$ cat src/rtl/core/wpf_pkg.sv
// ----------------------------------------------------------------------------
// Waypoint path follower package
// Shared constants, codes, command and status types, and the saturation
// helper used by the datapath.
// ----------------------------------------------------------------------------
package wpf_pkg;

   localparam int MAX_WAYPOINTS = 16;
   localparam int IDX_W         = $clog2(MAX_WAYPOINTS);
   localparam int COUNT_W       = 5;
   localparam int CSR_IDX_W     = 3;
   localparam int COORD_W       = 32;
   localparam int DIFF_W        = COORD_W + 1;
   localparam int SUM_W         = 2 * DIFF_W;
   localparam int ROOT_W        = DIFF_W;
   localparam int SREM_W        = ROOT_W + 2;
   localparam int SPEED_W       = 24;
   localparam int TIME_W        = 16;
   localparam int NUM_W         = SPEED_W + TIME_W;
   localparam int PROG_W        = 18;
   localparam int PROG_FRAC     = 16;
   localparam int PROD_W        = DIFF_W + PROG_W + 1;
   localparam int MV_W          = COORD_W + 5;
   localparam int SAT_W         = MV_W + 1;
   localparam int SQRT_STEPS    = SUM_W / 2;
   localparam int DIV_STEPS     = NUM_W;
   localparam int STEP_W        = $clog2(DIV_STEPS + 1);
   localparam int AXES          = 3;

   localparam logic [PROG_W-1:0] PROG_ONE = PROG_W'(1) << PROG_FRAC;
   localparam logic [PROG_W-1:0] PROG_MAX = {PROG_W{1'b1}};

   localparam logic CMD_LOAD = 1'b0;
   localparam logic CMD_TICK = 1'b1;

   typedef enum logic [CSR_IDX_W-1:0] {
      CSR_SPEED    = 3'd0,
      CSR_COUNT    = 3'd1,
      CSR_ORIGIN_X = 3'd2,
      CSR_ORIGIN_Y = 3'd3,
      CSR_ORIGIN_Z = 3'd4
   } csr_index_type;

   typedef struct packed {
      logic signed [COORD_W-1:0] x;
      logic signed [COORD_W-1:0] y;
      logic signed [COORD_W-1:0] z;
   } point_type;

   typedef enum logic [3:0] {
      OP_NONE,
      OP_CAPTURE,
      OP_LOAD,
      OP_RD_FROM,
      OP_RD_TO,
      OP_LATCH,
      OP_SQ,
      OP_SQRT_INIT,
      OP_SQRT,
      OP_DIV_INIT,
      OP_DIV,
      OP_UPDATE,
      OP_MUL,
      OP_FINISH,
      OP_EMPTY
   } dp_op_type;

   typedef enum logic [3:0] {
      S_IDLE,
      S_LOAD,
      S_RD_FROM,
      S_RD_TO,
      S_LATCH,
      S_SQ,
      S_SQRT_INIT,
      S_SQRT,
      S_DIV_INIT,
      S_DIV,
      S_UPDATE,
      S_MUL,
      S_FINISH,
      S_EMPTY
   } state_type;

   typedef struct packed {
      logic      ready;
      dp_op_type op;
      logic [1:0] axis;
   } cmd_type;

   typedef struct packed {
      logic req_valid;
      logic req_tick;
      logic count_zero;
      logic dist_zero;
      logic out_free;
   } stat_type;

   function automatic logic signed [COORD_W-1:0] sat32(input logic signed [SAT_W-1:0] v);
      logic signed [SAT_W-1:0] hi;
      logic signed [SAT_W-1:0] lo;
      hi = SAT_W'(signed'({1'b0, {(COORD_W-1){1'b1}}}));
      lo = SAT_W'(signed'({1'b1, {(COORD_W-1){1'b0}}}));
      if (v > hi) begin
         return hi[COORD_W-1:0];
      end else if (v < lo) begin
         return lo[COORD_W-1:0];
      end
      return v[COORD_W-1:0];
   endfunction

endpackage

$ cat src/rtl/core/wpf_ctrl.sv
// ----------------------------------------------------------------------------
// Waypoint path follower controller
// Sequences load and tick requests through the datapath step by step.
// ----------------------------------------------------------------------------
module wpf_ctrl (
   input  logic             clock,
   input  logic             reset,
   input  wpf_pkg::stat_type stat,
   output wpf_pkg::cmd_type  cmd
);
   import wpf_pkg::*;

   state_type            state_ff, state_in;
   logic [STEP_W-1:0]    step_ff, step_in;

   always_ff @(posedge clock) begin
      if (reset) begin
         state_ff <= S_IDLE;
         step_ff  <= '0;
      end else begin
         state_ff <= state_in;
         step_ff  <= step_in;
      end
   end

   always_comb begin
      state_in  = state_ff;
      cmd.ready = 1'b0;
      cmd.op    = OP_NONE;
      cmd.axis  = step_ff[1:0];
      case (state_ff)
         S_IDLE: begin
            cmd.ready = 1'b1;
            if (stat.req_valid) begin
               cmd.op = OP_CAPTURE;
               if (!stat.req_tick) begin
                  state_in = S_LOAD;
               end else if (stat.count_zero) begin
                  state_in = S_EMPTY;
               end else begin
                  state_in = S_RD_FROM;
               end
            end
         end
         S_LOAD: begin
            cmd.op   = OP_LOAD;
            state_in = S_IDLE;
         end
         S_RD_FROM: begin
            cmd.op   = OP_RD_FROM;
            state_in = S_RD_TO;
         end
         S_RD_TO: begin
            cmd.op   = OP_RD_TO;
            state_in = S_LATCH;
         end
         S_LATCH: begin
            cmd.op   = OP_LATCH;
            state_in = S_SQ;
         end
         S_SQ: begin
            cmd.op = OP_SQ;
            if (step_ff == STEP_W'(AXES - 1)) begin
               state_in = S_SQRT_INIT;
            end
         end
         S_SQRT_INIT: begin
            cmd.op   = OP_SQRT_INIT;
            state_in = S_SQRT;
         end
         S_SQRT: begin
            cmd.op = OP_SQRT;
            if (step_ff == STEP_W'(SQRT_STEPS - 1)) begin
               state_in = S_DIV_INIT;
            end
         end
         S_DIV_INIT: begin
            if (stat.dist_zero) begin
               state_in = S_FINISH;
            end else begin
               cmd.op   = OP_DIV_INIT;
               state_in = S_DIV;
            end
         end
         S_DIV: begin
            cmd.op = OP_DIV;
            if (step_ff == STEP_W'(DIV_STEPS - 1)) begin
               state_in = S_UPDATE;
            end
         end
         S_UPDATE: begin
            cmd.op   = OP_UPDATE;
            state_in = S_MUL;
         end
         S_MUL: begin
            cmd.op = OP_MUL;
            if (step_ff == STEP_W'(AXES - 1)) begin
               state_in = S_FINISH;
            end
         end
         S_FINISH: begin
            if (stat.out_free) begin
               cmd.op   = OP_FINISH;
               state_in = S_IDLE;
            end
         end
         S_EMPTY: begin
            if (stat.out_free) begin
               cmd.op   = OP_EMPTY;
               state_in = S_IDLE;
            end
         end
         default: begin
            state_in = S_IDLE;
         end
      endcase
      step_in = (state_in != state_ff) ? '0 : step_ff + STEP_W'(1);
   end

endmodule

$ cat config.mk
export PLATFORM = sky130hd
export DESIGN_NAME = wpf_ctrl
export DESIGN_NICKNAME = d
export VERILOG_FILES = /design/src/rtl/core/wpf_pkg.sv /design/src/rtl/core/wpf_ctrl.sv
export SDC_FILE = /design/constraint.sdc
export NUM_CORES = 1
export LEC_CHECK = 0
export ABC_AREA = 1
export BUFFER_PORTS_ARGS = -buffer_cell sky130_fd_sc_hd__buf_2
export CORE_MARGIN = 3
export CORE_UTILIZATION = 58
export CTS_CLUSTER_SIZE = 25
export DETAILED_ROUTE_END_ITERATION = 10
export GPL_ROUTABILITY_DRIVEN = 0
export HOLD_SLACK_MARGIN = 0.15
export PLACE_DENSITY_LB_ADDON = 0.15
export SYNTH_ARGS = -nofsm -noshare
export SYNTH_HDL_FRONTEND = slang
export SYNTH_SLANG_ARGS = --single-unit
$ cat constraint.sdc
create_clock -name clock -period 3 [get_ports clock]
set_input_delay 0.15 -clock clock [delete_from_list [all_inputs] [get_ports clock]]
set_output_delay 0.15 -clock clock [all_outputs]
set_load 0.01 [all_outputs]
==> results.txt, run 1 <==
The run finished with clean final reports. Across all register-to-register paths, the minimum setup slack is 1310 ps. After the first detailed-routing iteration, the DRC count stood at 45. The number of synthesized register bits was 10; the post-synthesis cell type count was 20. Detailed-route vias per instance: 5.23. In this run the cell area of the synthesized design comes to 855 um2.

The worst hold path passes through 5 cells. The I/O pin total came out at 14. The logs give 0.000357 V for the largest voltage drop on the vdd net and 10 for the clock sink total. For this run, the number of standard cells in the final layout without fillers is 181. The tools report the startpoint type of the worst setup path as a flop. The tools report the initial antenna violation count as 0. The data required time of the critical path came out at 2850 ps. Summing all non-filler instances in the final layout gives an area of 970 um2. The tools report the endpoint of the worst hold-timing path as state_ff[2]. The cell count after placement was 176; the standard cell core area was 1330 um2. The maximum frequency from static timing analysis was 568 MHz; the clock-pin transition on the worst setup and hold timing paths was 60 ps. The via count of the first global-routing pass came out at 815. The pre-antenna-repair detailed-routing pass consisted of 4 iterations. For the count of nets left with antenna violations after detail routing, the log shows 0.

The launch instance of the worst register-to-register path was state_ff[1]. At the pin with the least slew margin, the transition time is 282 ps. The root buffer cell was clkbuf_4. The wire-length estimate of the detail-placed layout is 1570 um. The tools report the overall global routing resource usage as 0.230.

The largest net degree at the start of global routing came out at 8. The routed wire length is 1950 um, and the post-cts repair resize count is 0. The logs give 6.97 ps for the worst clock skew and 1330 ps for the worst setup timing slack at the placement stage. The depth of the CTS H-tree was 1. The worst path in the final design needs a cycle of 1760 ps, including I/O delays and setup. The setup path with the least slack is of type flop to output pin.

STA classifies the critical path endpoint as an output pin. After the last flow step, the layout net total stands at 177. For this run, design rule violations remaining after detail routing come to 0. From synthesis to final layout, the design area changed by 13.5%.

The critical path arrival is 1610 ps. The clock reaches the later pin of the worst-skew pair after 280 ps. Max-cap violations in this run came to 0. The starting utilization of the core area is 0.641. The run gives 124 as the count of filler cells inserted in the layout. The clock passes through at most 2 buffers.

Summing all placed instances gives a cell area of 923 um2. The net count after synthesis was 160; the floorplan die width was 44.4 um. The share of synthesized area occupied by flip-flops and latches was 0.234; the fraction of synthesized cell area taken by the top area cell type was 0.234. The worst path meets setup with 1240 ps of slack. In this run the worst path has a maximum fanout of 6. For the final-report hold violation count, the log shows 0.

The min-delay analysis places its worst path in the category input pin to flop. After routing, the total negative slack on setup checks comes to 0 ps. The worst register-to-register path ends at step_ff[2]. The final worst-path cycle share was 0.587; the total inserted antenna cells was 0. Number of cells traversed by the worst register-to-register path: 10. The ratio of cells with drive above 1 in the final layout is 0.181, and the total setup violations reported at the end of the flow is 0. The library cells used most frequently in the layout, excluding fill and tap cells, are nand2_1, nor2_1, inv_1. The largest total area in the synthesized netlist belongs to dfxtp_1. Row generation in the floorplan step produced 13 rows. Dividing the detail-routed wire length by the instance count gives 10.8 um.

Dividing total power by cell area gives a power density of 538 nW/um2. In this run the static leakage power is 0.000521 uW. Setup repair after global routing left no endpoint under its margin.

The number of clock buffers added by TritonCTS is 3. After synthesis, the mean cell area works out to 5.70 um2. For the first-pass GRT wire length, the log shows 3370 um. During synthesis, Yosys emitted a total of 0 warnings. After synthesis, the cell types taking the most area are dfxtp_1, nand2_1, nor2_1. The logs give 1970 um2 for the die outline area and 0 for the final global-route overflow total. The run gives 0 as the final number of max-transition violations. During placement, the flow inserted port buffers numbering 13. The worst max-slew margin expressed relative to the limit is 0.811.

Commonest non-fill, non-tap cell in the layout: nand2_1. Counting every instance in the synthesized netlist gives 150. TritonCTS built the clock tree. The worst hold path begins at stat[1]. The routed layout has 947 vias. The vertical die dimension is 44.4 um.
-- critical path, stage by stage, from the launching register on --
cell	delay (ps)
dfxtp_1	430
inv_1	80
nand2_1	140
o21ai_0	110
nand2_1	70
nand2_1	90
a311o_1	280
buf_2	140
-- per-layer routing --
layer | vias to the layer above | track usage | wire length (um)
met2 | 38 | 0.349 | 845
met1 | 406 | 0.324 | 900
li1 | 500 | - | -
met4 | 0 | 0.0904 | 28
met5 | - | 0 | 0
met3 | 3 | 0.0366 | 171
-- cells in the mapped netlist --
cell type  number
a21oi_1         3
a311o_1         1
a31oi_1         1
buf_4           2
dfxtp_1        10
ha_1            3
inv_1          20
inv_2           3
nand2_1        45
nand2_2         3
nand3_1        14
nand4_1         3
nor2_1         23
nor2_2          7
nor3_1          1
o21a_1          1
o21ai_0         5
o21ai_1         1
xnor2_1         1
xor2_1          3
-- registers in the layout, summed over array words and instances (netlist names) --
| register | cells |
|---|---|
| state_ff | 4 |
| step_ff | 6 |
-- metrics by stage --
step / total power (uW) / hold slack [ps] / utilization
5_1_grt: 566 / 390 / 0.727
6_report: 522 / 322 / 0.727
3_5_place_dp: 396 / 379 / 0.692
2_1_floorplan: 341 / 219 / -
4_1_cts: 523 / 327 / 0.727
3_3_place_gp: 391 / 373 / 0.692
-- where the power goes --
part / total [uW] / leakage (uW) / switching (uW) / internal [uW]
registers: 172 / 0.0000813 / 24.0 / 148
logic: 225 / 0.000419 / 142 / 83.1
clock network: 125 / 0.0000210 / 50.9 / 74.0
-- kinds of logic (layout without fill, tap and decap cells) --
family / after synthesis / count (layout) / synth area share
buf+inv: 25 / 41 / 0.119
fa+ha+maj: 3 / 3 / 0.0439
compound gates: 12 / 12 / 0.0805
xor+xnor: 4 / 4 / 0.0410
simple gates: 96 / 96 / 0.482
flops: 10 / 10 / 0.234
-- cell type report --
type / instances / area (um2) / share of cell area
well taps: 15 / 18.8 / 0.0194
multi-input cells: 115 / 553 / 0.570
repair buffers: 14 / 75.1 / 0.0774
clock buffers: 4 / 36.3 / 0.0374
inverters: 23 / 86.3 / 0.0890
flip-flops and latches: 10 / 200 / 0.206
-- worst max path at each step --
| stage | slack, ps | end | cells after the start | start |
|---|---|---|---|---|
| floorplan | 1570 | step_ff[0] | 11 | step_ff[1] |
| global placement | 1320 | step_ff[2] | 11 | step_ff[1] |
| detailed placement | 1330 | step_ff[2] | 10 | state_ff[1] |
| CTS | 1250 | cmd[2] | 7 | state_ff[3] |
| global route | 1090 | step_ff[0] | 11 | step_ff[1] |
| finish | 1240 | cmd[2] | 7 | state_ff[3] |
-- what timing repair did --
item / 4_1_cts / 5_1_grt
hold buffers: 1 / 0
buffers inserted: 0 / 0
hold endpoints to repair: 4 / 0
Note: power is estimated with default switching activity, not from simulation.
==> run 2: changes to the inputs <==
Settings changed: CORE_UTILIZATION 58 to 54.
Clock period 3 ns to 1.8 ns, I/O delays scaled along.
==> run 2 against run 1 <==
Effect of this change: setup slack worse by 1100 ps; sequential cell count stayed put; core utilization is 2.5 points lower; global-route usage is 0.63 points higher; non-clock buffer count is 1 higher; sequential power is 66% higher; die area is 6.4% higher; combinational power is 76% higher; sequential share of layout area hardly changed.
==> results.txt, run 2 (synthesis gave the netlist of run 1 again) <==
The run gives 2120 um as the routed wire length. After the first detailed-routing iteration, the DRC count stood at 39. The worst register-to-register path begins at state_ff[3].

The run gives 586 MHz as the maximum frequency from static timing analysis. The minimum period implied by the final worst setup slack came out at 1710 ps. Fill cells in the final layout number 122.

Total via count in the routed design: 986. The tools report the number of standard-cell rows in the floorplan as 13. The starting utilization of the core area is 0.611. Initial antenna violation count: 0.

The tools report the worst max-slew margin expressed relative to the limit as 0.817. The final routed wire length divided by cell count was 11.6 um; the number of buffers created by CTS was 3. After global routing, the most crowded layer is met2. The depth of the CTS H-tree is 1, and the highest fanout seen on the critical path is 6. The clock-pin transition on the worst setup and hold timing paths came out at 80 ps.

For hold timing, the worst endpoint is state_ff[2]. The ratio of cells with drive above 1 in the final layout is 0.204. The worst setup path is captured at an output pin. The worst setup path is launched from a flop. Setup repair after global routing left no endpoint under its margin. The post-route DRC violation count is 0, and the combinational share of power is 0.444. The most flop-heavy register was step_ff. At the worst endpoint, the arrival time is 1620 ps. Setup violations remaining at the end of the flow were counted as 0.

The overall global routing resource usage is 0.237. The class of the worst hold path was input pin to flop. For the source-to-sink clock delay at the later pin of the worst-skew pair, the log shows 280 ps.

At the end of the flow, the number of nets in the layout was 178. The area growth from synthesis to layout is 14.9%. The first global-routing pass estimated 3640 um of wire. The tool flagged a number of max-cap violations equal to 0. The floorplan die width is 45.8 um. The standard cell core area is 1400 um2. The global-route track usage on met3 is 0.0356.

Switching share of power: 0.418. The die covers 2100 um2. In the layout the commonest cells are nand2_1, nor2_1, inv_1. Internal power comes to 519 uW. The count of nets left with antenna violations after detail routing was 0.

TritonCTS built the clock tree. The cell area after placement was 931 um2. The final-report hold violation count was 0; the met2 usage was 0.365. Summed over all nets, the half-perimeter wirelength after detailed placement is 1650 um. The run finished with clean final reports. The logs give 0 for the final number of max-transition violations and 0.353 for the global routing met1 resource utilization.

The register with the most flip-flops in the layout has 6 of them. The data required time of the critical path came out at 1710 ps. The commonest non-fill, non-tap cell in the layout is nand2_1.

For the final routed database, the setup TNS stands at 0 ps. The tools report the fraction of the core area covered by cells at the end of the flow as 0.702. The worst hold path begins at stat[1].

Largest net degree at the start of global routing: 8. For the clock sink total, the log shows 10. Terminus of the critical flop-to-flop path: step_ff[1]. The final worst-path cycle share was 0.948; the setup slack of the worst register-to-register path was 150 ps. The run gives 373 uW as the net load switching power. IR analysis of the VDD net gives a maximum drop of 0.000683 V.

During I/O placement, the number of pins put on the boundary was 14. Across the routed clock network, the largest skew measured is 9.77 ps. Total power for the finished layout comes to 892 uW. The detailed-route vias per instance is 5.42, and the portion of total power attributed to the clock network is 0.236. Buffers placed on the I/O ports in this run total 13.

The slew of the pin with the lowest slew margin was 274 ps. The number of cells on the worst hold path is 5, and the final global-route overflow total is 0. The run gives 982 um2 as the cell area after layout. For the length of the first detailed-routing pass in iterations, the log shows 4.

The largest registers in the layout are step_ff x6, state_ff x4. For this design the static power due to leakage is 0.000528 uW. For this design the ratio of total power to cell area is 908 nW/um2.

Buffers added to address setup during post-CTS repair amount to 0. Counting cells, the worst reg-to-reg path comes to 12. The sequential share of power came out at 0.320. The repair_antennas step left the layout with diodes totalling 0. The run gives 2 as the maximum count of clock buffers along a single path. The root buffer cell is clkbuf_4. The die is 45.8 um tall. The tools report the via count of the first global-routing pass as 859. The critical path start-end classification was flop to output pin.
[run 2: routing by layer]
layer | part of all wire | wire length [um]
met3 | 0.10 | 212
met2 | 0.42 | 889
met4 | 0.017 | 36
met1 | 0.46 | 980
met5 | 0 | 0
[run 2: critical path, cell delays in order (launching register included)]
cell     delay [ps]
dfxtp_1         440
inv_1            90
nand2_1         140
o21ai_0         100
nand2_1          60
nand2_1         100
a311o_1         270
buf_2           140
[run 2: final cells by class]
class	count	area, um2	area share
multi-input combinational	115	556	0.566
clock buffer	4	36.3	0.0369
sequential	10	203	0.206
tap	15	18.8	0.0191
inverter	23	86.3	0.0879
timing repair buffer	15	82.6	0.0841
[run 2: what timing repair did]
item,in CTS,in global routing
resized for setup,0,3
endpoints found under the hold margin,4,0
hold buffers,1,0
setup endpoints to repair,0,7
[run 2: worst max path at each step]
stage                           start    endpoint  slack [ps]  depth (start not counted)
after floorplan            step_ff[1]  step_ff[0]         370                         11
after global placement     step_ff[1]  step_ff[4]         190                         11
after detailed placement   step_ff[1]  step_ff[4]         130                         11
after CTS                 state_ff[2]      cmd[2]         110                          7
after global routing       step_ff[0]  step_ff[1]           4                         11
final                     state_ff[3]      cmd[2]          90                          7
[run 2: power groups by stage]
stage               registers, uW  clock network (uW)  logic [uW]
finish                        285                 211         396
global route                  289                 226         450
CTS                           282                 208         391
detailed placement            287                   0         387
global placement              285                   0         382
floorplan                     281                   0         287
[run 2: through the flow]
step                      setup slack [ps]  instances  hold slack, ps
after floorplan                        365        150             159
final                                 94.0        182             289
after CTS                              108        182             289
after global placement                 193        177             321
after global routing                  3.97        182             334
after detailed placement               129        177             319
